`src/rtl/assert_macros.svh`:
```
// Assertion helpers for the RTL files that check their own behavior.
`ifndef ASSERT_MACROS_SVH
`define ASSERT_MACROS_SVH

// The consequent must hold in the same cycle as the antecedent.
`define ASSERT_IMPLIES(label, clk, rst_n, ante, cons, msg) \
  label: assert property (@(posedge clk) disable iff (!(rst_n)) (ante) |-> (cons)) \
    else $error(msg);

// The consequent must hold in the cycle after the antecedent.
`define ASSERT_NEXT(label, clk, rst_n, ante, cons, msg) \
  label: assert property (@(posedge clk) disable iff (!(rst_n)) (ante) |=> (cons)) \
    else $error(msg);

`endif

```
`src/rtl/qafe_pkg.sv`:
```
`default_nettype none

package qafe_pkg;

  localparam int unsigned FracBits = 32;
  localparam int unsigned IterW    = 16;
  localparam int unsigned ValW     = 48;
  localparam int unsigned HalfW    = ValW / 2;
  localparam int unsigned ProdW    = 2 * ValW;
  localparam int unsigned MagW     = 63;
  localparam int unsigned MinW     = FracBits + 3;
  localparam int unsigned TermW    = 62;
  localparam int unsigned SumW     = 64;
  localparam int unsigned OutIterW = 16;
  localparam int unsigned CfgAddrW = 3;

  localparam logic [CfgAddrW-1:0] CfgFormula = 3'd0;
  localparam logic [CfgAddrW-1:0] CfgJulia   = 3'd1;
  localparam logic [CfgAddrW-1:0] CfgLimit   = 3'd2;
  localparam logic [CfgAddrW-1:0] CfgSeedRe  = 3'd3;
  localparam logic [CfgAddrW-1:0] CfgSeedIm  = 3'd4;

  typedef enum logic [1:0] {
    MulRr = 2'd0,
    MulIi = 2'd1,
    MulRi = 2'd2
  } mul_sel_e;

  typedef struct packed {
    logic     load;
    logic     mul_start;
    mul_sel_e mul_sel;
    logic     term;
    logic     comb;
    logic     upd;
    logic     mag;
    logic     check;
    logic     itr_inc;
    logic     publish;
  } ctrl_cmd_t;

  typedef struct packed {
    logic lim_zero;
    logic mul_done;
    logic last_iter;
    logic zs_lt_low;
    logic zs_gt_brk;
  } dp_sts_t;

endpackage

`default_nettype wire

```
`src/rtl/qafe_in_if.sv`:
```
`default_nettype none

interface qafe_in_if import qafe_pkg::*; ();
  logic                   valid;
  logic                   ready;
  logic signed [ValW-1:0] point_re;
  logic signed [ValW-1:0] point_im;

  modport source (output valid, output point_re, output point_im, input ready);
  modport sink (input valid, input point_re, input point_im, output ready);
endinterface

`default_nettype wire

```
`src/rtl/qafe_out_if.sv`:
```
`default_nettype none

interface qafe_out_if import qafe_pkg::*; ();
  logic                escaped;
  logic                valid;
  logic                ready;
  logic [OutIterW-1:0] escape_iteration;
  logic [MagW-1:0]     final_magnitude_sq;
  logic [MinW-1:0]     min_magnitude_sq;

  modport source (output valid, output escaped, output escape_iteration,
                  output final_magnitude_sq, output min_magnitude_sq, input ready);
  modport sink (input valid, input escaped, input escape_iteration,
                input final_magnitude_sq, input min_magnitude_sq, output ready);
endinterface

`default_nettype wire

```
`src/rtl/qafe_cfg_if.sv`:
```
`default_nettype none

interface qafe_cfg_if import qafe_pkg::*; ();
  logic                valid;
  logic                ready;
  logic [CfgAddrW-1:0] addr;
  logic [ValW-1:0]     data;

  modport source (output valid, output addr, output data, input ready);
  modport sink (input valid, input addr, input data, output ready);
endinterface

`default_nettype wire

```
`src/rtl/quadratic_abs_fractal_escape_top.sv`:
```
// When the limit is zero an accepted word goes straight to the output; one word is in work
// at a time. Each iteration makes three passes through the one shared multiplier (four
// 24x24 partial products each) plus the update and test states Term, Comb, Upd, Mag
// and Chk.
// A finished word waits in the output register while the next word is taken.
// Reset (rst_ni low, asynchronous) clears control state and loads the register defaults.
`default_nettype none

`include "assert_macros.svh"

module quadratic_abs_fractal_escape_top import qafe_pkg::*; (
  input  wire logic clk_i,
  input  wire logic rst_ni,
  qafe_in_if.sink   in_i,
  qafe_out_if.source out_o,
  qafe_cfg_if.sink  cfg_i
);

  ctrl_cmd_t cmd;
  dp_sts_t   sts;

  qafe_ctrl u_ctrl (
    .clk_i       (clk_i),
    .rst_ni      (rst_ni),
    .in_valid_i  (in_i.valid),
    .in_ready_o  (in_i.ready),
    .out_ready_i (out_o.ready),
    .out_valid_o (out_o.valid),
    .sts_i       (sts),
    .cmd_o       (cmd)
  );

  qafe_dp u_dp (
    .clk_i                (clk_i),
    .rst_ni               (rst_ni),
    .cfg_i                (cfg_i),
    .point_re_i           (in_i.point_re),
    .point_im_i           (in_i.point_im),
    .cmd_i                (cmd),
    .sts_o                (sts),
    .escaped_o            (out_o.escaped),
    .escape_iteration_o   (out_o.escape_iteration),
    .final_magnitude_sq_o (out_o.final_magnitude_sq),
    .min_magnitude_sq_o   (out_o.min_magnitude_sq)
  );

  `ASSERT_NEXT(a_one_word, clk_i, rst_ni, in_i.valid && in_i.ready, !in_i.ready, "second word taken while busy")
  `ASSERT_NEXT(a_publish, clk_i, rst_ni, cmd.publish, out_o.valid, "published word not presented")
  `ASSERT_NEXT(a_single_start, clk_i, rst_ni, cmd.mul_start, !cmd.mul_start, "multiplier restarted")
  `ASSERT_IMPLIES(a_start_idle, clk_i, rst_ni, sts.mul_done, !cmd.mul_start, "start while product completes")

endmodule

`default_nettype wire

```
`src/rtl/qafe_mul.sv`:
```
`default_nettype none

// Unsigned 48x48 multiplier built from four 24x24 partial products, one per
// cycle, followed by the fixed-point shift with saturation to 63 bits.
module qafe_mul import qafe_pkg::*; (
  input  wire logic            clk_i,
  input  wire logic            rst_ni,
  input  wire logic            start_i,
  input  wire logic [ValW-1:0] a_i,
  input  wire logic [ValW-1:0] b_i,
  output logic                 done_o,
  output logic [MagW-1:0]      q_o,
  output logic                 rnz_o
);

  localparam logic [2:0] NumParts = 3'd4;
  localparam logic [2:0] LastStep = 3'd5;

  logic            busy_q, done_q, pv_q;
  logic [2:0]      cnt_q;
  logic [1:0]      pk_q;
  logic [ValW-1:0] a_q, b_q, pp_q;
  logic [ProdW-1:0] acc_q;
  logic [MagW-1:0] q_q;
  logic            rnz_q;

  logic [HalfW-1:0] a_part, b_part;
  logic [ProdW-1:0] pp_shift, shr;

  // Part order: lo*lo, lo*hi, hi*lo, hi*hi.
  assign a_part = cnt_q[1] ? a_q[ValW-1:HalfW] : a_q[HalfW-1:0];
  assign b_part = cnt_q[0] ? b_q[ValW-1:HalfW] : b_q[HalfW-1:0];

  always_comb begin
    case (pk_q)
      2'd0:    pp_shift = ProdW'(pp_q);
      2'd1:    pp_shift = ProdW'(pp_q) << HalfW;
      2'd2:    pp_shift = ProdW'(pp_q) << HalfW;
      default: pp_shift = ProdW'(pp_q) << (2 * HalfW);
    endcase
  end

  assign shr = acc_q >> FracBits;

  always_ff @(posedge clk_i or negedge rst_ni) begin
    if (!rst_ni) begin
      busy_q <= 1'b0;
      done_q <= 1'b0;
      pv_q   <= 1'b0;
      cnt_q  <= '0;
    end else begin
      done_q <= !start_i && busy_q && (cnt_q == LastStep);
      if (start_i) begin
        busy_q <= 1'b1;
        cnt_q  <= '0;
        pv_q   <= 1'b0;
      end else if (busy_q) begin
        pv_q  <= (cnt_q < NumParts);
        cnt_q <= cnt_q + 3'd1;
        if (cnt_q == LastStep) begin
          busy_q <= 1'b0;
        end
      end else begin
        pv_q <= 1'b0;
      end
    end
  end

  always_ff @(posedge clk_i) begin
    if (start_i) begin
      a_q   <= a_i;
      b_q   <= b_i;
      acc_q <= '0;
    end else begin
      if (busy_q && (cnt_q < NumParts)) begin
        pp_q <= ValW'(a_part * b_part);
        pk_q <= cnt_q[1:0];
      end
      if (pv_q) begin
        acc_q <= acc_q + pp_shift;
      end
      if (busy_q && (cnt_q == LastStep)) begin
        q_q   <= (|shr[ProdW-1:MagW]) ? '1 : shr[MagW-1:0];
        rnz_q <= |acc_q[FracBits-1:0];
      end
    end
  end

  assign done_o = done_q;
  assign q_o    = q_q;
  assign rnz_o  = rnz_q;

endmodule

`default_nettype wire

```
`src/rtl/qafe_ctrl.sv`:
```
`default_nettype none

module qafe_ctrl import qafe_pkg::*; (
  input  wire logic    clk_i,
  input  wire logic    rst_ni,
  input  wire logic    in_valid_i,
  output logic         in_ready_o,
  input  wire logic    out_ready_i,
  output logic         out_valid_o,
  input  wire dp_sts_t sts_i,
  output ctrl_cmd_t    cmd_o
);

  typedef enum logic [9:0] {
    StIdle = 10'b00_0000_0001,
    StRr   = 10'b00_0000_0010,
    StIi   = 10'b00_0000_0100,
    StRi   = 10'b00_0000_1000,
    StTerm = 10'b00_0001_0000,
    StComb = 10'b00_0010_0000,
    StUpd  = 10'b00_0100_0000,
    StMag  = 10'b00_1000_0000,
    StChk  = 10'b01_0000_0000,
    StDone = 10'b10_0000_0000
  } ctrl_state_e;

  ctrl_state_e state_q, state_d;
  logic        iss_q, iss_d;
  logic        first_q, first_d;
  logic        out_valid_q, out_valid_d;

  always_comb begin
    state_d       = state_q;
    iss_d         = iss_q;
    first_d       = first_q;
    cmd_o         = '0;
    cmd_o.mul_sel = MulRr;
    case (state_q)
      StIdle: begin
        if (in_valid_i) begin
          cmd_o.load = 1'b1;
          first_d    = 1'b1;
          state_d    = sts_i.lim_zero ? StDone : StRr;
        end
      end
      StRr: begin
        cmd_o.mul_sel   = MulRr;
        cmd_o.mul_start = !iss_q;
        iss_d           = 1'b1;
        if (sts_i.mul_done) begin
          iss_d   = 1'b0;
          state_d = StIi;
        end
      end
      StIi: begin
        cmd_o.mul_sel   = MulIi;
        cmd_o.mul_start = !iss_q;
        iss_d           = 1'b1;
        if (sts_i.mul_done) begin
          iss_d   = 1'b0;
          state_d = first_q ? StRi : StMag;
        end
      end
      StRi: begin
        cmd_o.mul_sel   = MulRi;
        cmd_o.mul_start = !iss_q;
        iss_d           = 1'b1;
        if (sts_i.mul_done) begin
          iss_d   = 1'b0;
          state_d = StTerm;
        end
      end
      StTerm: begin
        cmd_o.term = 1'b1;
        state_d    = StComb;
      end
      StComb: begin
        cmd_o.comb = 1'b1;
        state_d    = StUpd;
      end
      StUpd: begin
        cmd_o.upd = 1'b1;
        first_d   = 1'b0;
        state_d   = StRr;
      end
      StMag: begin
        cmd_o.mag = 1'b1;
        state_d   = StChk;
      end
      StChk: begin
        cmd_o.check = 1'b1;
        // A new minimum never counts as an escape in the same iteration.
        if (!sts_i.zs_lt_low && sts_i.zs_gt_brk) begin
          state_d = StDone;
        end else if (sts_i.last_iter) begin
          state_d = StDone;
        end else begin
          cmd_o.itr_inc = 1'b1;
          state_d       = StRi;
        end
      end
      StDone: begin
        if (!out_valid_q || out_ready_i) begin
          cmd_o.publish = 1'b1;
          state_d       = StIdle;
        end
      end
      default: begin
        state_d = StIdle;
      end
    endcase
  end

  always_comb begin
    if (cmd_o.publish) begin
      out_valid_d = 1'b1;
    end else if (out_ready_i) begin
      out_valid_d = 1'b0;
    end else begin
      out_valid_d = out_valid_q;
    end
  end

  always_ff @(posedge clk_i or negedge rst_ni) begin
    if (!rst_ni) begin
      state_q     <= StIdle;
      iss_q       <= 1'b0;
      first_q     <= 1'b0;
      out_valid_q <= 1'b0;
    end else begin
      state_q     <= state_d;
      iss_q       <= iss_d;
      first_q     <= first_d;
      out_valid_q <= out_valid_d;
    end
  end

  assign in_ready_o  = (state_q == StIdle);
  assign out_valid_o = out_valid_q;

endmodule

`default_nettype wire

```
`src/rtl/qafe_dp.sv`:
```
`default_nettype none

module qafe_dp import qafe_pkg::*; (
  input  wire logic                   clk_i,
  input  wire logic                   rst_ni,
  qafe_cfg_if.sink                    cfg_i,
  input  wire logic signed [ValW-1:0] point_re_i,
  input  wire logic signed [ValW-1:0] point_im_i,
  input  wire ctrl_cmd_t              cmd_i,
  output dp_sts_t                     sts_o,
  output logic                        escaped_o,
  output logic [OutIterW-1:0]         escape_iteration_o,
  output logic [MagW-1:0]             final_magnitude_sq_o,
  output logic [MinW-1:0]             min_magnitude_sq_o
);

  localparam int unsigned FbNegRe  = 0;
  localparam int unsigned FbAddIm  = 1;
  localparam int unsigned FbNegDbl = 2;
  localparam int unsigned FbAbsR1  = 3;
  localparam int unsigned FbAbsI1  = 4;
  localparam int unsigned FbAbsR2  = 5;
  localparam int unsigned FbAbsI2  = 6;
  localparam int unsigned FbAbsRe  = 7;

  localparam logic [MagW-1:0] ProdLim = MagW'(1) << 60;
  localparam logic [MagW-1:0] Brk     = MagW'(4096) << FracBits;
  localparam logic [MinW-1:0] LowInit = MinW'(4) << FracBits;
  localparam logic signed [SumW-1:0] ValMax =
    {{(SumW - ValW + 1){1'b0}}, {(ValW - 1){1'b1}}};
  localparam logic signed [SumW-1:0] ValMin = ~ValMax;

  typedef struct packed {
    logic [MagW-1:0] q;
    logic            rnz;
  } prod_t;

  // Configuration registers.
  logic [7:0]             formula_q;
  logic [1:0]             julia_q;
  logic [IterW-1:0]       limit_q;
  logic signed [ValW-1:0] seed_re_q, seed_im_q;

  // Iteration state.
  logic signed [ValW-1:0]  zr_q, zi_q, cr_q, ci_q;
  prod_t                   rr_q, ii_q, ri_q;
  logic signed [TermW-1:0] t1_q, t2_q, t3_q;
  logic signed [SumW-1:0]  re_q, im_q;
  logic [MagW-1:0]         zs_q;
  logic [MinW-1:0]         low_q;
  logic [IterW-1:0]        itr_q;
  logic                    esc_q;

  logic                res_esc_q;
  logic [OutIterW-1:0] res_iter_q;
  logic [MagW-1:0]     res_final_q;
  logic [MinW-1:0]     res_min_q;

  logic [ValW-1:0]  mul_a, mul_b;
  logic             mul_done;
  logic [MagW-1:0]  mul_q;
  logic             mul_rnz;
  logic             zr_neg, zi_neg;
  logic signed [TermW-1:0] t1_d, t2_d, t3_d;
  logic signed [SumW-1:0]  t1_x, t2_x, t3_x, re_sum, re_abs, re_d, im_dbl, im_d;
  logic [MagW:0]    zs_sum;

  function automatic logic [ValW-1:0] mag_of(logic signed [ValW-1:0] v);
    return v[ValW-1] ? ValW'(-v) : ValW'(v);
  endfunction

  // Product shifted down, rounded toward minus infinity when negative,
  // clamped to 2^60 and given its sign.
  function automatic logic signed [TermW-1:0] term_of(prod_t p, logic neg);
    logic [MagW-1:0]  m;
    logic [TermW-1:0] u;
    m = (p.q >= ProdLim) ? ProdLim : p.q + MagW'(neg & p.rnz);
    u = {1'b0, m[TermW-2:0]};
    return neg ? -$signed(u) : $signed(u);
  endfunction

  function automatic logic signed [ValW-1:0] sat_val(logic signed [SumW-1:0] v);
    logic signed [SumW-1:0] s;
    s = v;
    if (v > ValMax) begin
      s = ValMax;
    end else if (v < ValMin) begin
      s = ValMin;
    end
    return $signed(s[ValW-1:0]);
  endfunction

  assign cfg_i.ready = 1'b1;

  always_ff @(posedge clk_i or negedge rst_ni) begin
    if (!rst_ni) begin
      formula_q <= '0;
      julia_q   <= '0;
      limit_q   <= IterW'(256);
      seed_re_q <= '0;
      seed_im_q <= '0;
    end else if (cfg_i.valid) begin
      case (cfg_i.addr)
        CfgFormula: formula_q <= cfg_i.data[7:0];
        CfgJulia:   julia_q   <= cfg_i.data[1:0];
        CfgLimit:   limit_q   <= IterW'(cfg_i.data[15:0]);
        CfgSeedRe:  seed_re_q <= $signed(cfg_i.data);
        CfgSeedIm:  seed_im_q <= $signed(cfg_i.data);
        default: begin
        end
      endcase
    end
  end

  assign zr_neg = zr_q[ValW-1];
  assign zi_neg = zi_q[ValW-1];

  always_comb begin
    case (cmd_i.mul_sel)
      MulIi: begin
        mul_a = mag_of(zi_q);
        mul_b = mag_of(zi_q);
      end
      MulRi: begin
        mul_a = mag_of(zr_q);
        mul_b = mag_of(zi_q);
      end
      default: begin
        mul_a = mag_of(zr_q);
        mul_b = mag_of(zr_q);
      end
    endcase
  end

  qafe_mul u_mul (
    .clk_i   (clk_i),
    .rst_ni  (rst_ni),
    .start_i (cmd_i.mul_start),
    .a_i     (mul_a),
    .b_i     (mul_b),
    .done_o  (mul_done),
    .q_o     (mul_q),
    .rnz_o   (mul_rnz)
  );

  // An absolute value on an operand only moves the sign of the product.
  assign t1_d = term_of(rr_q, zr_neg & formula_q[FbAbsR1]);
  assign t2_d = term_of(ii_q, zi_neg & formula_q[FbAbsI1]);
  assign t3_d = term_of(ri_q, (zr_neg & ~formula_q[FbAbsR2]) ^
                              (zi_neg & ~formula_q[FbAbsI2]));

  assign t1_x   = SumW'(t1_q);
  assign t2_x   = SumW'(t2_q);
  assign t3_x   = SumW'(t3_q);
  assign re_sum = formula_q[FbAddIm] ? (t1_x + t2_x) : (t1_x - t2_x);
  assign re_abs = (formula_q[FbAbsRe] && re_sum[SumW-1]) ? -re_sum : re_sum;
  assign re_d   = formula_q[FbNegRe] ? -re_abs : re_abs;
  assign im_dbl = t3_x <<< 1;
  assign im_d   = formula_q[FbNegDbl] ? -im_dbl : im_dbl;

  // Two squares below 2^63 overflow 63 bits exactly when the carry is set.
  assign zs_sum = {1'b0, rr_q.q} + {1'b0, ii_q.q};

  always_ff @(posedge clk_i) begin
    if (cmd_i.load) begin
      if (julia_q[0]) begin
        zr_q <= point_re_i;
        zi_q <= point_im_i;
        cr_q <= seed_re_q;
        ci_q <= seed_im_q;
      end else begin
        cr_q <= point_re_i;
        ci_q <= point_im_i;
        zr_q <= julia_q[1] ? '0 : seed_re_q;
        zi_q <= julia_q[1] ? '0 : seed_im_q;
      end
      itr_q <= '0;
      zs_q  <= '0;
      low_q <= LowInit;
      esc_q <= 1'b0;
    end
    if (mul_done) begin
      case (cmd_i.mul_sel)
        MulIi:   ii_q <= '{q: mul_q, rnz: mul_rnz};
        MulRi:   ri_q <= '{q: mul_q, rnz: mul_rnz};
        default: rr_q <= '{q: mul_q, rnz: mul_rnz};
      endcase
    end
    if (cmd_i.term) begin
      t1_q <= t1_d;
      t2_q <= t2_d;
      t3_q <= t3_d;
    end
    if (cmd_i.comb) begin
      re_q <= re_d;
      im_q <= im_d;
    end
    if (cmd_i.upd) begin
      zr_q <= sat_val(re_q + SumW'(cr_q));
      zi_q <= sat_val(im_q + SumW'(ci_q));
    end
    if (cmd_i.mag) begin
      zs_q <= zs_sum[MagW] ? '1 : zs_sum[MagW-1:0];
    end
    if (cmd_i.check) begin
      if (sts_o.zs_lt_low) begin
        low_q <= zs_q[MinW-1:0];
      end else if (sts_o.zs_gt_brk) begin
        esc_q <= 1'b1;
      end
    end
    if (cmd_i.itr_inc) begin
      itr_q <= itr_q + IterW'(1);
    end
    if (cmd_i.publish) begin
      res_esc_q   <= esc_q;
      res_iter_q  <= OutIterW'(esc_q ? itr_q : limit_q);
      res_final_q <= zs_q;
      res_min_q   <= low_q;
    end
  end

  assign sts_o.lim_zero  = (limit_q == '0);
  assign sts_o.mul_done  = mul_done;
  assign sts_o.last_iter = (({1'b0, itr_q} + (IterW + 1)'(1)) == {1'b0, limit_q});
  assign sts_o.zs_lt_low = (zs_q < MagW'(low_q));
  assign sts_o.zs_gt_brk = (zs_q > Brk);

  assign escaped_o            = res_esc_q;
  assign escape_iteration_o   = res_iter_q;
  assign final_magnitude_sq_o = res_final_q;
  assign min_magnitude_sq_o   = res_min_q;

endmodule

`default_nettype wire
```
`src/flat_wrapper.sv`:
```
// flat-port wrapper written by rule: the top's interface ports become plain ports
module quadratic_abs_fractal_escape_top_flat import qafe_pkg::*;
  (clk_i, rst_ni, in_i_valid, in_i_point_re, in_i_point_im, in_i_ready, out_o_valid, out_o_escaped, out_o_escape_iteration, out_o_final_magnitude_sq, out_o_min_magnitude_sq, out_o_ready, cfg_i_valid, cfg_i_addr, cfg_i_data, cfg_i_ready);
  qafe_in_if in_i_i ();
  qafe_out_if out_o_i ();
  qafe_cfg_if cfg_i_i ();
  input  wire logic clk_i;
  input  wire logic rst_ni;
  input wire logic [$bits(in_i_i.valid)-1:0] in_i_valid;
  input wire logic [$bits(in_i_i.point_re)-1:0] in_i_point_re;
  input wire logic [$bits(in_i_i.point_im)-1:0] in_i_point_im;
  output wire logic [$bits(in_i_i.ready)-1:0] in_i_ready;
  output wire logic [$bits(out_o_i.valid)-1:0] out_o_valid;
  output wire logic [$bits(out_o_i.escaped)-1:0] out_o_escaped;
  output wire logic [$bits(out_o_i.escape_iteration)-1:0] out_o_escape_iteration;
  output wire logic [$bits(out_o_i.final_magnitude_sq)-1:0] out_o_final_magnitude_sq;
  output wire logic [$bits(out_o_i.min_magnitude_sq)-1:0] out_o_min_magnitude_sq;
  input wire logic [$bits(out_o_i.ready)-1:0] out_o_ready;
  input wire logic [$bits(cfg_i_i.valid)-1:0] cfg_i_valid;
  input wire logic [$bits(cfg_i_i.addr)-1:0] cfg_i_addr;
  input wire logic [$bits(cfg_i_i.data)-1:0] cfg_i_data;
  output wire logic [$bits(cfg_i_i.ready)-1:0] cfg_i_ready;
  assign in_i_i.valid = in_i_valid;
  assign in_i_i.point_re = in_i_point_re;
  assign in_i_i.point_im = in_i_point_im;
  assign in_i_ready = in_i_i.ready;
  assign out_o_valid = out_o_i.valid;
  assign out_o_escaped = out_o_i.escaped;
  assign out_o_escape_iteration = out_o_i.escape_iteration;
  assign out_o_final_magnitude_sq = out_o_i.final_magnitude_sq;
  assign out_o_min_magnitude_sq = out_o_i.min_magnitude_sq;
  assign out_o_i.ready = out_o_ready;
  assign cfg_i_i.valid = cfg_i_valid;
  assign cfg_i_i.addr = cfg_i_addr;
  assign cfg_i_i.data = cfg_i_data;
  assign cfg_i_ready = cfg_i_i.ready;
  quadratic_abs_fractal_escape_top u_core (.clk_i(clk_i), .rst_ni(rst_ni), .in_i(in_i_i), .out_o(out_o_i), .cfg_i(cfg_i_i));
endmodule
```
`config.mk`:
```
export PLATFORM = sky130hd
export DESIGN_NAME = quadratic_abs_fractal_escape_top_flat
export DESIGN_NICKNAME = d
export VERILOG_FILES = /design/src/rtl/qafe_pkg.sv /design/src/rtl/qafe_in_if.sv /design/src/rtl/qafe_out_if.sv /design/src/rtl/qafe_cfg_if.sv /design/src/rtl/quadratic_abs_fractal_escape_top.sv /design/src/rtl/qafe_mul.sv /design/src/rtl/qafe_ctrl.sv /design/src/rtl/qafe_dp.sv /design/src/flat_wrapper.sv
export VERILOG_INCLUDE_DIRS = /design/src /design/src/rtl
export SDC_FILE = /design/constraint.sdc
export NUM_CORES = 2
export LEC_CHECK = 0
export BUFFER_PORTS_ARGS = -buffer_cell sky130_fd_sc_hd__clkbuf_2
export CAP_MARGIN = 0
export CORE_MARGIN = 4
export CORE_UTILIZATION = 40
export DETAILED_ROUTE_END_ITERATION = 16
export GPL_ROUTABILITY_DRIVEN = 0
export GPL_TIMING_DRIVEN = 1
export PLACE_DENSITY_LB_ADDON = 0.05
export RECOVER_POWER = 25
export SYNTH_ARGS = -nofsm -noshare
export SYNTH_HDL_FRONTEND = slang
export SYNTH_SLANG_ARGS = --single-unit
```
`constraint.sdc`:
```
create_clock -name clk_i -period 49.6 [get_ports clk_i]
set_input_delay 2.48 -clock clk_i [delete_from_list [all_inputs] [get_ports clk_i]]
set_output_delay 2.48 -clock clk_i [all_outputs]
set_load 0.02 [all_outputs]
```
# Word-level counts from Yosys, hierarchy flattened
# Cells that the tools add are included.
[op_classes] addsub=20 mul=1 n_lt_le_gt_ge=10 n_eq_ne=25 mux=78 bitwise=12 n_reduce_logical=36
[op_table] op="$mux W48" count=18
[op_table] op="$mux W61" count=6
[op_table] op="$mux W64" count=4
[op_table] op="$pmux W96 S2" count=1
[op_table] op="$ge A63 B61 Y1 const B" count=3
[op_table] op="$mux W63" count=3
[op_table] op="$neg A61 Y62" count=3
[op_table] op="$add A61 B1 Y61" count=3
[op_table] op="$add A64 B48 Y64" count=2
[op_table] op="$gt A64 B48 Y1 const B" count=2
[op_table] op="$lt A64 B48 Y1 const B" count=2
[op_table] op="$neg A64 Y64" count=2
[op_table] op="$mux W35" count=3
[op_table] op="$pmux W10 S10" count=1
[op_table] op="$add A96 B96 Y96" count=1
[op_table] op="$neg A48 Y48" count=2
[op_table] op="$mux W10" count=8
[op_table] op="$add A63 B63 Y64" count=1
[op_table] op="$neg A63 Y64" count=1
[op_table] op="$add A62 B62 Y63" count=1
[op_table] op="$gt A63 B45 Y1 const B" count=1
[op_table] op="$lt A63 B35 Y1" count=1
[op_table] op="$sub A62 B62 Y63" count=1
[op_table] op="$mul A24 B24 Y48" count=1
[op_table] op="other kinds (44)" count=111
[word_totals] register_bits=1375 in_bits=152 output_inout_bits=118

# Logic depth before layout (Yosys ltp)
[depth] ltp_word=8 mapped_depth=39

# Modules after synthesis
# From an unflattened synthesis, not the netlist that was laid out.
[hier_totals] hier_cells=11561 area_unflattened_um2=110752.5
[modules_own_cells] module="qafe_dp" n_inst=1 cells_per_inst=7562 area_each_um2=73621.9 seq_area_each_um2=30530.5
[modules_own_cells] module="qafe_mul" n_inst=1 cells_per_inst=3917 area_each_um2=36264.8 seq_area_each_um2=8378.0
[modules_own_cells] module="qafe_ctrl" n_inst=1 cells_per_inst=82 area_each_um2=865.8 seq_area_each_um2=326.6

# Worst setup path before layout
# Ideal clock, no wire load.
[synth_timing] path_kind="reg-to-reg" from="register u_core.u_ctrl.state_q[0]" to="register u_core.u_dp.t1_q[0], enable pin" t_arrival_ps=14691 required_time_ps=48599 setup_slack_ps=33908 path_stages_with_launch=5 synth_period_minus_slack_ps=15692 cell_sequence="dfstp_2 -> nor4_1 -> nand2_1 -> or3_1 -> nor3b_1"
[synth_via] elab_chain_len=2
[synth_rtl] element="from (decl)" line_no="qafe_ctrl.sv:27" source="ctrl_state_e state_q, state_d;"
[synth_rtl] element="from (signal assigned)" line_no="qafe_ctrl.sv:126" source="state_q <= StIdle;"
[synth_rtl] element="from (signal assigned)" line_no="qafe_ctrl.sv:131" source="state_q <= state_d;"
[synth_rtl] element="$eq A10 B5 Y1" line_no="qafe_ctrl.sv:38" source="case (state_q)"
[synth_rtl] element="$mux W1" line_no="qafe_ctrl.sv:38"
[synth_rtl] element="to (signal assigned)" line_no="qafe_dp.sv:190" source="t1_q <= t1_d;"
[synth_rtl] element="to (decl)" line_no="qafe_dp.sv:47" source="logic signed [TermW-1:0] t1_q, t2_q, t3_q;"
# Every way passes these cells.
# A chain may end at the register's enable or synchronous reset.

# Final worst setup path
[layout_timing] from="register u_core.u_dp.u_mul.cnt_q[1]" to="register u_core.u_dp.u_mul.pp_q[47] (data pin)"
[layout_via] elab_chain_len=2
[layout_rtl] element="from (decl)" line_no="qafe_mul.sv:20" source="logic [2:0] cnt_q;"
[layout_rtl] element="from (signal assigned)" line_no="qafe_mul.sv:59" source="cnt_q <= cnt_q + 3'd1;"
[layout_rtl] element="$mux W24" line_no="qafe_mul.sv:31" source="assign a_part = cnt_q[1] ? a_q[ValW-1:HalfW] : a_q[HalfW-1:0];"
[layout_rtl] element="$mul A24 B24 Y48" line_no="qafe_mul.sv:76" source="pp_q <= ValW'(a_part * b_part);"
[layout_rtl] element="to (signal assigned)" line_no="qafe_mul.sv:76"
[layout_rtl] element="to (decl)" line_no="qafe_mul.sv:22" source="logic [ValW-1:0] a_q, b_q, pp_q;"
# Every way passes these cells.

==> run metrics <==
outcome=complete, but fails checks; failing checks=capacitance limit, slew limit; Final nets=12200; clock buffer depth=3; DIE HEIGHT=525 um; syn_nets=12100; CP max stage delay=2540 ps; commonest non-fill, non-tap cell in the layout=edfxtp_1; GRT Total Usage=26.3%; Setup Viol. Count Final=0; Final HPWL DP=294000 um; Clock transition at path regs=approximately 60 ps; highest clock rate=79.6 MHz; Hold Buf Count CTS=0; reg2reg path depth=28; distinct cell type count after synthesis=115; hold path start=u_core.u_dp.low_q[34]; fin crit period=12570 ps; Hold Path Class=flop to flop; drt drc=0; DRT Pass-1 Iters=6; die width=525 um; max-cap violation count=15; crit share post-route=25.3%; Vias/cell=approximately 5.7; Synthesis Warnings=0; startpoint types=flop; CTS tree=built; slowest cell on the critical path=clkbuf_1; top cells by area, synth=edfxtp_1, fa_1, ha_1, xnor2_1, xor2_1; leading area contributor after synthesis=edfxtp_1; share of the yosys chip area belonging to registers=36.6%; Setup TNS=0 ps; multi-input logic area=0.0636 sq mm; placement row count=189; CTS Root Cell=clkbuf_16; register bit total from synthesis=1374; CTS sink count=about 1400; post-synth top area share=30.9%; Slew Limit Fails=774; crit end category=flop; worst reg-to-reg setup slack=37030 ps; Slew HR=-159%; Worst Path Max Fanout=52; Seq. cell area=0.0392 sq mm; Hold Path End=u_core.u_dp.min_magnitude_sq_o[34]; kind of critical path=flop to flop; # H-tree levels=4; CP Data Required Time=around 50000 ps; fill cell count=25500; synthesized area=0.107 sq mm; number of port buffers=268; GRT Residual Overflow=0; pin count of the biggest net entering global routing=89; Most used DFF post-synth=edfxtp_1; Final Hold Violating Endpoints=0; Die Area=~0.28 sq mm; clk_skew=roughly 51 ps; most frequent cells in the layout=edfxtp_1, nand2_1, nor2_1; initial antenna violation count=25; Clock Latency Late Sink=820 ps; Top Ports=270; WP data arrival=~13000 ps; area grow syn2layout=9.86%; vias in the first global route=80100; RR Endpoint=u_core.u_dp.u_mul.pp_q[47]; Inserted Clock Buffers=162; Synth Instances=10900; fraction of registers with async set/reset=between 10 and 15%; FF-to-FF Start=u_core.u_dp.u_mul.cnt_q[1]; Via Count=83500; Worst Tran Pin Value=3880 ps; drt initial violations=8049; EDFF count, synth=1101; Post-DRT Antenna Nets=0; syn_area_per_cell=9.84 sq um; share of cells above drive strength 1=under 10%; starting density of the core=between 40 and 50%; hold path cells=0; post-CTS sizing=0; total routed wirelength=around 370000 um; Crit path top cell by count=fa_1; wire per inst=roughly 25 um; first-pass GRT wire length=547000 um; RSZ-0062 raised after global routing=no; setup bufs post-CTS=0; Core Area=0.266 sq mm
metrics by stage:
step / instance area (sq um) / std cells / setup slack (ps) / util (%) / hold WS (ps)
floorplan: 107000 / 10900 / 33910 / - / 406
global placement: 112000 / 14300 / 39560 / 42.2 / 423
detailed placement: 112000 / 14300 / 39490 / 42.2 / 414
CTS: 118000 / 14600 / 39430 / 44.3 / 439
global route: 118000 / 14600 / 36560 / 44.2 / 444
finish: 118000 / 14600 / 37030 / 44.2 / 447
cell families after synthesis:
kind of cell	count (synthesis)	synth area share, %
multiplexers	505	5.06
flip-flops	1374	36.6
AO/OA/AOI/OAI	2277	13.8
other	1	0.00350
AND/OR/NAND/NOR	3405	15.6
buffers and inverters	1178	4.15
adder cells (fa/ha/maj)	1077	16.0
XOR/XNOR	1063	8.70
flip-flops by register name, summed over array words and instances, names as in the netlist, 63 cells and up:
| name | cells |
|---|---|
| u_core.u_dp.u_mul.acc_q | 96 |
| u_core.u_dp.im_q | 63 |
| u_core.u_dp.u_mul.q_o | 63 |
| u_core.u_dp.rr_q | 64 |
| u_core.u_dp.final_magnitude_sq_o | 63 |
| u_core.u_dp.ri_q | 64 |
| u_core.u_dp.re_q | 64 |
| u_core.u_dp.zs_q | 63 |
| u_core.u_dp.ii_q | 64 |
cell type report:
type                            instances  area share, %
Multi-Input combinational cell       8328           54.0
Sequential cell                      1374           33.4
Tap cell                             3533           3.76
Clock buffer                          214           3.71
Inverter                              721           2.31
Timing Repair Buffer                  366           1.70
Clock inverter                         90           1.07
Antenna cell                           20         0.0426
worst max-delay path, delay by kind of cell, from the launching register on:
family	cells	cell delay (ps)
AOI/OAI and AO/OA	10	3120
buffers and inverters	5	2800
DFF	1	340
xor gates and xnor gates	1	80
muxes	1	1300
adders and majority gates	8	3900
and+or+nand+nor	3	720
layer usage:
metal | vias to the layer above | routed length (um) | GRT usage [%]
li1 | 39000 | - | -
met5 | - | 50 | 0
met1 | 41000 | 179000 | 39.5
met2 | 2990 | 150000 | 36.7
met3 | 464 | 28300 | 5.45
met4 | 8 | 15700 | 9.98
synthesized netlist by cell type (124+ instances only):
| cell | number |
|---|---|
| a211oi_1 | 135 |
| a21o_1 | 282 |
| a21oi_1 | 627 |
| clkbuf_1 | 396 |
| dfrtp_1 | 139 |
| dfxtp_1 | 132 |
| edfxtp_1 | 1101 |
| fa_1 | 487 |
| ha_1 | 590 |
| inv_1 | 719 |
| mux2_2 | 285 |
| mux2i_1 | 219 |
| nand2_1 | 996 |
| nand2b_1 | 168 |
| nand3_1 | 251 |
| nor2_1 | 866 |
| nor3_1 | 146 |
| o21ai_0 | 396 |
| o31ai_1 | 124 |
| xnor2_1 | 578 |
| xor2_1 | 485 |
worst max-delay path by stage:
| stage | from | slack [ps] | cells after the start | end |
|---|---|---|---|---|
| 2_1_floorplan | u_core.u_ctrl.state_q[0] | 33910 | 4 | u_core.u_dp.t1_q[0] |
| 3_3_place_gp | u_core.u_dp.u_mul.cnt_q[0] | 39560 | 27 | u_core.u_dp.u_mul.pp_q[47] |
| 3_5_place_dp | u_core.u_dp.u_mul.cnt_q[1] | 39490 | 28 | u_core.u_dp.u_mul.pp_q[47] |
| 4_1_cts | u_core.u_dp.u_mul.cnt_q[1] | 39430 | 28 | u_core.u_dp.u_mul.pp_q[47] |
| 5_1_grt | u_core.u_dp.u_mul.cnt_q[1] | 36560 | 29 | u_core.u_dp.u_mul.pp_q[47] |
| 6_report | u_core.u_dp.u_mul.cnt_q[1] | 37030 | 28 | u_core.u_dp.u_mul.pp_q[47] |
Power is left out: the tool's default activity adds up to more than one toggle a clock period on the data nets, which glitch-free logic cannot reach.
